--- config.mk ---
export PLATFORM = sky130hd
export DESIGN_NAME = dual_color_led_matrix_scanner_core
export DESIGN_NICKNAME = d
export VERILOG_FILES = /design/src/rtl/core/dclms_pkg.sv /design/src/rtl/core/dclms_frame_mem.sv /design/src/rtl/core/dclms_scan_ctrl.sv /design/src/rtl/core/dual_color_led_matrix_scanner_core.sv
export SDC_FILE = /design/constraint.sdc
export NUM_CORES = 2
export LEC_CHECK = 0
export BUFFER_PORTS_ARGS = -buffer_cell sky130_fd_sc_hd__buf_2
export CORE_MARGIN = 2
export CORE_UTILIZATION = 45
export DETAILED_ROUTE_END_ITERATION = 7
export REMOVE_ABC_BUFFERS = 1
export SLEW_MARGIN = 30
export SYNTH_ARGS = -nofsm -noshare
export SYNTH_HDL_FRONTEND = slang
export SYNTH_SLANG_ARGS = --single-unit
--- constraint.sdc ---
create_clock -name clk_i -period 58 [get_ports clk_i]
set_clock_uncertainty 0.1 [all_clocks]
set_input_delay 2.9 -clock clk_i [delete_from_list [all_inputs] [get_ports clk_i]]
set_output_delay 2.9 -clock clk_i [all_outputs]
set_load 0.05 [all_outputs]
--- src/rtl/core/dclms_pkg.sv ---
// Shared types and constants for the two-colour matrix frame store and scanner.
package dclms_pkg;

  // Panel geometry: COLUMNS columns, HALF_ROWS row pairs (row r pairs with r + HALF_ROWS).
  localparam int unsigned COLUMNS   = 64;
  localparam int unsigned HALF_ROWS = 16;

  // Field widths fixed by the stream format.
  localparam int unsigned COL_W   = 6;
  localparam int unsigned Y_W     = 5;
  localparam int unsigned ROW_W   = 4;
  localparam int unsigned COLOR_W = 2;

  // Each bank holds one half of the frame, addressed as {row, column}.
  localparam int unsigned ADDR_W = ROW_W + COL_W;
  localparam int unsigned DEPTH  = 2 ** ADDR_W;

  // Request kinds carried on the slave-side tuser.
  typedef enum logic [1:0] {
    FUNC_WRITE = 2'd0,
    FUNC_CLEAR = 2'd1,
    FUNC_SCAN  = 2'd2
  } func_e;

  // Sequencer states, one-hot.
  typedef enum logic [2:0] {
    ST_IDLE  = 3'b001,
    ST_CLEAR = 3'b010,
    ST_SCAN  = 3'b100
  } state_e;

  // Write port of the frame store.
  typedef struct packed {
    logic               en;
    logic               both;   // write both banks (clearing pass)
    logic               lower;  // select the lower half bank
    logic [ADDR_W-1:0]  addr;
    logic [COLOR_W-1:0] color;
  } mem_wr_t;

  // Read data: one pixel from each half of the row pair.
  typedef struct packed {
    logic [COLOR_W-1:0] upper;
    logic [COLOR_W-1:0] lower;
  } pix_pair_t;

endpackage

--- src/rtl/core/dclms_frame_mem.sv ---
// Frame store: two synchronous banks, upper and lower half of the panel.
// One write port and one shared read address; read data is registered.
module dclms_frame_mem (
  input  logic                          clk_i,
  input  dclms_pkg::mem_wr_t            wr_i,
  input  logic                          rd_en_i,
  input  logic [dclms_pkg::ADDR_W-1:0]  rd_addr_i,
  output dclms_pkg::pix_pair_t          rd_data_o
);

  logic [dclms_pkg::COLOR_W-1:0] upper_mem [dclms_pkg::DEPTH];
  logic [dclms_pkg::COLOR_W-1:0] lower_mem [dclms_pkg::DEPTH];
  logic [dclms_pkg::COLOR_W-1:0] upper_rd_q;
  logic [dclms_pkg::COLOR_W-1:0] lower_rd_q;

  // Upper bank: write, then registered read.
  always_ff @(posedge clk_i) begin
    if (wr_i.en && (wr_i.both || !wr_i.lower)) begin
      upper_mem[wr_i.addr] <= wr_i.color;
    end
    if (rd_en_i) begin
      upper_rd_q <= upper_mem[rd_addr_i];
    end
  end

  // Lower bank: same shape.
  always_ff @(posedge clk_i) begin
    if (wr_i.en && (wr_i.both || wr_i.lower)) begin
      lower_mem[wr_i.addr] <= wr_i.color;
    end
    if (rd_en_i) begin
      lower_rd_q <= lower_mem[rd_addr_i];
    end
  end

  assign rd_data_o.upper = upper_rd_q;
  assign rd_data_o.lower = lower_rd_q;

endmodule

--- src/rtl/core/dclms_scan_ctrl.sv ---
// Request sequencer: pixel writes, clearing pass, and the row-pair scan with
// its read stage and output register.
module dclms_scan_ctrl (
  input  logic                           clk_i,
  input  logic                           rst_ni,
  // Request side
  input  logic                           in_valid_i,
  output logic                           in_ready_o,
  input  logic [1:0]                     in_func_i,
  input  logic [dclms_pkg::COL_W-1:0]    in_x_i,
  input  logic [dclms_pkg::Y_W-1:0]      in_y_i,
  input  logic [dclms_pkg::COLOR_W-1:0]  in_color_i,
  // Frame store
  output dclms_pkg::mem_wr_t             mem_wr_o,
  output logic                           mem_rd_en_o,
  output logic [dclms_pkg::ADDR_W-1:0]   mem_rd_addr_o,
  input  dclms_pkg::pix_pair_t           mem_rd_data_i,
  // Result side
  output logic                           out_valid_o,
  input  logic                           out_ready_i,
  output dclms_pkg::pix_pair_t           out_pix_o,
  output logic [dclms_pkg::COL_W-1:0]    out_column_o,
  output logic [dclms_pkg::ROW_W-1:0]    out_row_o,
  output logic                           out_last_o
);

  localparam logic [dclms_pkg::COL_W-1:0]  LastCol = dclms_pkg::COL_W'(dclms_pkg::COLUMNS - 1);
  localparam logic [dclms_pkg::ROW_W-1:0]  LastRow = dclms_pkg::ROW_W'(dclms_pkg::HALF_ROWS - 1);
  localparam logic [dclms_pkg::ADDR_W-1:0] LastAddr = dclms_pkg::ADDR_W'(dclms_pkg::DEPTH - 1);

  dclms_pkg::state_e               state_q, state_d;
  logic [dclms_pkg::ADDR_W-1:0]    clr_addr_q, clr_addr_d;
  logic [dclms_pkg::ROW_W-1:0]     row_q, row_d;
  logic [dclms_pkg::COL_W-1:0]     nxt_col_q, nxt_col_d;
  logic                            issue_done_q, issue_done_d;
  logic                            s1_valid_q, s1_valid_d;
  logic [dclms_pkg::COL_W-1:0]     s1_col_q, s1_col_d;
  logic                            out_valid_q, out_valid_d;
  dclms_pkg::pix_pair_t            out_pix_q;
  logic [dclms_pkg::COL_W-1:0]     out_col_q;
  logic [dclms_pkg::ROW_W-1:0]     out_row_q;
  logic                            out_last_q;

  logic                            accept;
  logic                            load_out;
  logic                            wr_in_range;
  logic                            wr_lower;
  logic [dclms_pkg::Y_W-1:0]       wr_row_full;

  assign in_ready_o = (state_q == dclms_pkg::ST_IDLE);
  assign accept     = in_valid_i && in_ready_o;

  // The read stage moves into the output register when that register is free or its beat is taken.
  assign load_out = s1_valid_q && (!out_valid_q || out_ready_i);

  // Pixel write address: pick the half bank and the row within it.
  assign wr_in_range = ({1'b0, in_x_i} < (dclms_pkg::COL_W + 1)'(dclms_pkg::COLUMNS)) &&
                       ({1'b0, in_y_i} < (dclms_pkg::Y_W + 1)'(2 * dclms_pkg::HALF_ROWS));
  assign wr_lower    = (in_y_i >= dclms_pkg::Y_W'(dclms_pkg::HALF_ROWS));
  assign wr_row_full = wr_lower ? (in_y_i - dclms_pkg::Y_W'(dclms_pkg::HALF_ROWS)) : in_y_i;

  // Sequencer next state and frame store accesses.
  always_comb begin
    state_d       = state_q;
    clr_addr_d    = clr_addr_q;
    row_d         = row_q;
    nxt_col_d     = nxt_col_q;
    issue_done_d  = issue_done_q;
    s1_valid_d    = s1_valid_q;
    s1_col_d      = s1_col_q;
    mem_wr_o      = '0;
    mem_rd_en_o   = 1'b0;
    mem_rd_addr_o = {row_q, nxt_col_q};

    unique case (state_q)
      dclms_pkg::ST_IDLE: begin
        if (accept) begin
          unique case (dclms_pkg::func_e'(in_func_i))
            dclms_pkg::FUNC_WRITE: begin
              mem_wr_o.en    = wr_in_range;
              mem_wr_o.lower = wr_lower;
              mem_wr_o.addr  = {wr_row_full[dclms_pkg::ROW_W-1:0], in_x_i};
              mem_wr_o.color = in_color_i;
            end
            dclms_pkg::FUNC_CLEAR: begin
              state_d    = dclms_pkg::ST_CLEAR;
              clr_addr_d = '0;
            end
            dclms_pkg::FUNC_SCAN: begin
              state_d      = dclms_pkg::ST_SCAN;
              nxt_col_d    = '0;
              issue_done_d = 1'b0;
              s1_valid_d   = 1'b0;
            end
            default: ;
          endcase
        end
      end

      dclms_pkg::ST_CLEAR: begin
        // Zero one address of both banks per cycle.
        mem_wr_o.en   = 1'b1;
        mem_wr_o.both = 1'b1;
        mem_wr_o.addr = clr_addr_q;
        clr_addr_d    = clr_addr_q + dclms_pkg::ADDR_W'(1);
        if (clr_addr_q == LastAddr) begin
          state_d = dclms_pkg::ST_IDLE;
        end
      end

      dclms_pkg::ST_SCAN: begin
        // A stalled read stage keeps its data: the memory holds its output.
        if (s1_valid_q && !load_out) begin
          s1_valid_d = 1'b1;
        end else if (!issue_done_q) begin
          mem_rd_en_o   = 1'b1;
          mem_rd_addr_o = {row_q, nxt_col_q};
          s1_valid_d    = 1'b1;
          s1_col_d      = nxt_col_q;
          if (nxt_col_q == LastCol) begin
            issue_done_d = 1'b1;
          end else begin
            nxt_col_d = nxt_col_q + dclms_pkg::COL_W'(1);
          end
        end else begin
          s1_valid_d = 1'b0;
        end
        // The final column has left the read stage: advance the row pair.
        if (load_out && (s1_col_q == LastCol)) begin
          state_d = dclms_pkg::ST_IDLE;
          row_d   = (row_q == LastRow) ? '0 : row_q + dclms_pkg::ROW_W'(1);
        end
      end

      default: begin
        state_d = dclms_pkg::ST_IDLE;
      end
    endcase
  end

  // Output register handshake.
  always_comb begin
    if (load_out) begin
      out_valid_d = 1'b1;
    end else if (out_ready_i) begin
      out_valid_d = 1'b0;
    end else begin
      out_valid_d = out_valid_q;
    end
  end

  // Control state; reset starts a clearing pass over the frame store.
  always_ff @(posedge clk_i or negedge rst_ni) begin
    if (!rst_ni) begin
      state_q      <= dclms_pkg::ST_CLEAR;
      clr_addr_q   <= '0;
      row_q        <= '0;
      nxt_col_q    <= '0;
      issue_done_q <= 1'b0;
      s1_valid_q   <= 1'b0;
      s1_col_q     <= '0;
      out_valid_q  <= 1'b0;
    end else begin
      state_q      <= state_d;
      clr_addr_q   <= clr_addr_d;
      row_q        <= row_d;
      nxt_col_q    <= nxt_col_d;
      issue_done_q <= issue_done_d;
      s1_valid_q   <= s1_valid_d;
      s1_col_q     <= s1_col_d;
      out_valid_q  <= out_valid_d;
    end
  end

  // Output payload.
  always_ff @(posedge clk_i) begin
    if (load_out) begin
      out_pix_q  <= mem_rd_data_i;
      out_col_q  <= s1_col_q;
      out_row_q  <= row_q;
      out_last_q <= (s1_col_q == LastCol);
    end
  end

  assign out_valid_o  = out_valid_q;
  assign out_pix_o    = out_pix_q;
  assign out_column_o = out_col_q;
  assign out_row_o    = out_row_q;
  assign out_last_o   = out_last_q;

endmodule

--- src/rtl/core/dual_color_led_matrix_scanner_core.sv ---
// Channel   Direction  Payload
// s_axis    in         tuser: request kind; tdata: x, y, colour
// m_axis    out        tdata: pixel bits, column, row address; tlast: latch strobe
//
// A pixel write goes to the store as it is accepted; unused request kinds are ignored.
// A scan sends all columns of one row pair, one column per cycle while m_axis does not stall,
// through the single read port of the frame store.
// A clear, and the start after reset, run a clearing pass over the whole store, one
// store address (both halves) per cycle, with s_axis_tready_o low.
// A stalled m_axis holds the scan in place; no column is lost or repeated.
module dual_color_led_matrix_scanner_core (
  input  logic        clk_i,
  input  logic        rst_ni,
  input  logic        s_axis_tvalid_i,
  output logic        s_axis_tready_o,
  input  logic [1:0]  s_axis_tuser_i,   // [1:0] func
  input  logic [15:0] s_axis_tdata_i,   // [5:0] x, [10:6] y, [12:11] color, [15:13] zero
  output logic        m_axis_tvalid_o,
  input  logic        m_axis_tready_i,
  output logic [15:0] m_axis_tdata_o,   // [0] upper_red, [1] upper_green, [2] lower_red,
                                        // [3] lower_green, [9:4] column,
                                        // [13:10] row_address, [15:14] zero
  output logic        m_axis_tlast_o    // last
);

  dclms_pkg::mem_wr_t              mem_wr;
  logic                            mem_rd_en;
  logic [dclms_pkg::ADDR_W-1:0]    mem_rd_addr;
  dclms_pkg::pix_pair_t            mem_rd_data;
  dclms_pkg::pix_pair_t            out_pix;
  logic [dclms_pkg::COL_W-1:0]     out_column;
  logic [dclms_pkg::ROW_W-1:0]     out_row;

  // Request sequencing and scan output.
  dclms_scan_ctrl u_ctrl (
    .clk_i         (clk_i),
    .rst_ni        (rst_ni),
    .in_valid_i    (s_axis_tvalid_i),
    .in_ready_o    (s_axis_tready_o),
    .in_func_i     (s_axis_tuser_i),
    .in_x_i        (s_axis_tdata_i[5:0]),
    .in_y_i        (s_axis_tdata_i[10:6]),
    .in_color_i    (s_axis_tdata_i[12:11]),
    .mem_wr_o      (mem_wr),
    .mem_rd_en_o   (mem_rd_en),
    .mem_rd_addr_o (mem_rd_addr),
    .mem_rd_data_i (mem_rd_data),
    .out_valid_o   (m_axis_tvalid_o),
    .out_ready_i   (m_axis_tready_i),
    .out_pix_o     (out_pix),
    .out_column_o  (out_column),
    .out_row_o     (out_row),
    .out_last_o    (m_axis_tlast_o)
  );

  // Frame store.
  dclms_frame_mem u_mem (
    .clk_i     (clk_i),
    .wr_i      (mem_wr),
    .rd_en_i   (mem_rd_en),
    .rd_addr_i (mem_rd_addr),
    .rd_data_o (mem_rd_data)
  );

  // Pack the result fields; colour bit 1 is red, bit 0 is green.
  assign m_axis_tdata_o = {2'b00, out_row, out_column,
                           out_pix.lower[0], out_pix.lower[1],
                           out_pix.upper[0], out_pix.upper[1]};

endmodule

==> run summary <==
Core Region: 375000 um2
Slew @ Worst Pin: 1143 ps
Sequential fraction of the synthesis area: 73.49%
Ys Warns: 0
Tightest Hold Check Type: register to register
Die area: 381000 um2
Cell mode on critical path: buf_4
CP max-delay cell: buf_4
Critical Path End Type: register
Syn Area/Cell: 17.42 um2
Synth Cell Area: 169200 um2
Clock transition at the registers of the reported paths: 60 ps
Max Clock Freq: 119.7 MHz
Crit-path cells: buf_2 -> inv_1 -> ha_1 -> and3_1 -> and2_4 -> buf_12 -> buf_16 -> buf_12 -> buf_4 -> buf_16 -> buf_4 -> buf_4
Avg Vias per Cell: 6.299
Synth cell types: 83
Drt first pass iters: 6
CTS tree: yes
Fin util: 50.18%
Tot GR Track Use: 26.95%
Seq. cell area: 124400 um2
Grt total ovfl: 0
Final Hold Fails: 0
Top cell type's share of synthesized area: 73.02%
Ranking of synthesized cells by area: edfxtp_1, mux4_2, nor2_1
Total of max-cap violations: 0
Outcome: finished, final reports clean
Top delay family on crit path: buffers and inverters
Syn Inst Count: 9713
Filler instances: 30504
Layout cells sized above 1: 19.55%
Multi-input gate area: 41190 um2
Number of synthesized flops with an enable pin: 4115
1st-iter DRT viols: 14454
Die height: 617.2 um
Setup TNS: 0 ps
Placer Congestion: 0.8312
Largest net degree at the start of global routing: 245
Post-CTS Resized: 0
Final setup violation count: 0
Final Max Tran Viols: 0
Crit-path max cell delay: 780 ps
Clk sinks: 4147
WL/cell: 34.69 um
Site Rows: 225
Synth async-reset ratio: 0.7716%
Top cell type by total area after synthesis: edfxtp_1
VDD IR max: 0.00002715 V
Yosys reg bits: 4147
Fin crit share: 14.40%
Worst skew pair latency: 1000 ps
Post-route ant nets: 0
Critical Path RT: 58550 ps
Crit-path max FO: 210
Initial core utilization: 45.13%
Worst Path Arrival: 8900 ps
Prevailing post-synth register cell: edfxtp_1
CP Launch Type: input pin
Nets: 9673
Worst path bufs/invs: 9
Setup bufs post-CTS: 0
Root Driver: clkbuf_16
Area grow syn2layout: 11.20%
Slew headroom: 23.18%
RSZ-0062 raised after global routing: false
Total number of H-tree levels: 5
Die Span X: 617.2 um
Io pins: 41
Drt total wl: 520500 um
Critical path class: input pin to register
Vias: 94510
Cts hold-fix bufs: 0
Maximum root-to-sink buffer count: 4
Clock buffer count from CTS: 419
DR DRC count: 0
First-pass GRT wire length: 723600 um
Initial antenna violation count: 38
Placed wire-length estimate: 290400 um
PortBufs: 35
Leak: 44.66 nW
Pwr dens: 31.48 nW/um2
Vias in the first global route: 95146
Min Tclk post-route: 8354 ps
-- report_power, final --
| group | internal [mW] | switching [mW] |
|---|---|---|
| combinational | 0.00101 | 0.00394 |
| sequential | 3.24 | 0.0000817 |
| clock | 1.51 | 1.17 |
| total | 4.75 | 1.17 |
-- layout make-up --
type | instances | area share, %
antenna | 11 | 0.01463
clock buffer | 502 | 5.799
clock inverter | 273 | 1.340
inverter | 16 | 0.04122
multi-input combinational | 4759 | 21.89
sequential | 4147 | 66.11
tap | 4994 | 3.320
timing repair buffer | 302 | 1.493
-- logic make-up (layout without fill, tap and decap cells) --
logic type / Yosys count / in the layout / synth area share (%)
compound gates: 758 / 758 / 3.136
flops: 4147 / 4147 / 73.49
other cells: 1 / 13 / 0.002216
simple gates: 2629 / 2629 / 6.092
xor+xnor: 10 / 10 / 0.05175
fa+ha+maj: 6 / 6 / 0.04436
buf+inv: 808 / 1093 / 2.600
mux: 1354 / 1354 / 14.58
-- cells in the mapped netlist (10+ instances only) --
library cell,number
or3_1,10
o211ai_1,16
mux4_1,11
a22oi_1,120
buf_12,19
inv_1,10
mux2i_1,446
a221oi_1,77
buf_8,18
o21ai_1,22
buf_1,25
and2_1,12
dfrtp_1,31
o221ai_1,44
mux2_2,25
buf_6,62
nor4_1,11
nand2b_1,12
nor2b_1,20
nand4_1,17
a22o_1,16
nor3_1,23
buf_2,137
nand3_1,56
nor2_1,2150
a31oi_1,25
clkbuf_1,473
a21oi_1,138
mux4_2,872
o21ai_0,78
o22ai_1,67
buf_4,53
edfxtp_1,4115
nand2_1,281
a211oi_1,45
and3_1,12
-- worst register-to-register path, cell delays in order, from the launching register on --
cell      delay, ps
dfrtp_4         770
buf_12          590
buf_4           870
buf_4           570
buf_12          300
buf_4           730
mux4_2          680
nand3_1         100
o211ai_1        310
o31ai_1         660
o21ai_1         150
o311ai_1        800
o31ai_1         360
-- path summary, 6_finish.rpt --
kind | depth (start not counted) | start | to | slack [ps]
setup / recovery | 12 | s_axis_tuser_i[0] | u_mem.lower_mem[861][0]$_DFFE_PP_ | 49650
setup reg to reg | 12 | u_ctrl.nxt_col_q[0]$_DFFE_PN0P_ | u_mem.lower_rd_q[0]$_DFFE_PP_ | 50670
hold reg to reg | 0 | u_mem.upper_rd_q[1]$_DFFE_PP_ | u_ctrl.out_pix_o[3]$_DFFE_PP_ | 320
hold / removal | 0 | u_mem.upper_rd_q[1]$_DFFE_PP_ | u_ctrl.out_pix_o[3]$_DFFE_PP_ | 320
min in group asynchronous | 2 | rst_ni | u_ctrl.out_valid_o$_DFFE_PN0P_ | 1910
max in group asynchronous | 2 | rst_ni | u_ctrl.nxt_col_q[4]$_DFFE_PN0P_ | 55300
-- metal layers --
metal  vias up  track usage, %  share of wire (%)
li1      38007               -                  -
met1     50165           35.49                 37
met2      5323           44.27                 48
met3      1001           4.921                9.7
met4        14           11.26                4.7
met5         -               0              0.017
-- cells in the final DEF (no fill, tap or decap), types with 107 or more instances in the layout --
master        n
edfxtp_1   4115
nor2_1     2128
mux4_2      872
mux2i_1     444
clkbuf_16   424
buf_4       211
nand2_1     193
a21oi_1     138
a22oi_1     120
clkinv_1    107
-- through the flow --
stage | hold slack (ps) | cell area [um2] | cells | setup slack [ps] | total power, mW
2_1_floorplan | 300.3 | 164900 | 8922 | 6755 | 3.309
3_3_place_gp | 306.6 | 174000 | 14201 | 48800 | 3.312
3_5_place_dp | 306.2 | 174500 | 14211 | 48480 | 3.312
4_1_cts | 321.1 | 187900 | 14986 | 49500 | 5.946
5_1_grt | 326.0 | 188200 | 14998 | 49250 | 6.058
6_report | 323.8 | 188200 | 15004 | 49650 | 5.925
-- state kept, by name, indices dropped and copies added (netlist names), 2 cells and up --
register             count
u_ctrl.nxt_col_q         6
u_mem.upper_rd_q         2
u_ctrl.out_pix_o         4
u_mem.lower_mem       2048
u_ctrl.row_q             4
u_ctrl.state_q           3
u_mem.upper_mem       2048
u_ctrl.out_row_o         4
u_mem.lower_rd_q         2
u_ctrl.s1_col_q          6
u_ctrl.out_column_o      6
u_ctrl.clr_addr_q       10
No activity file was read; power rests on OpenSTA's default activity.
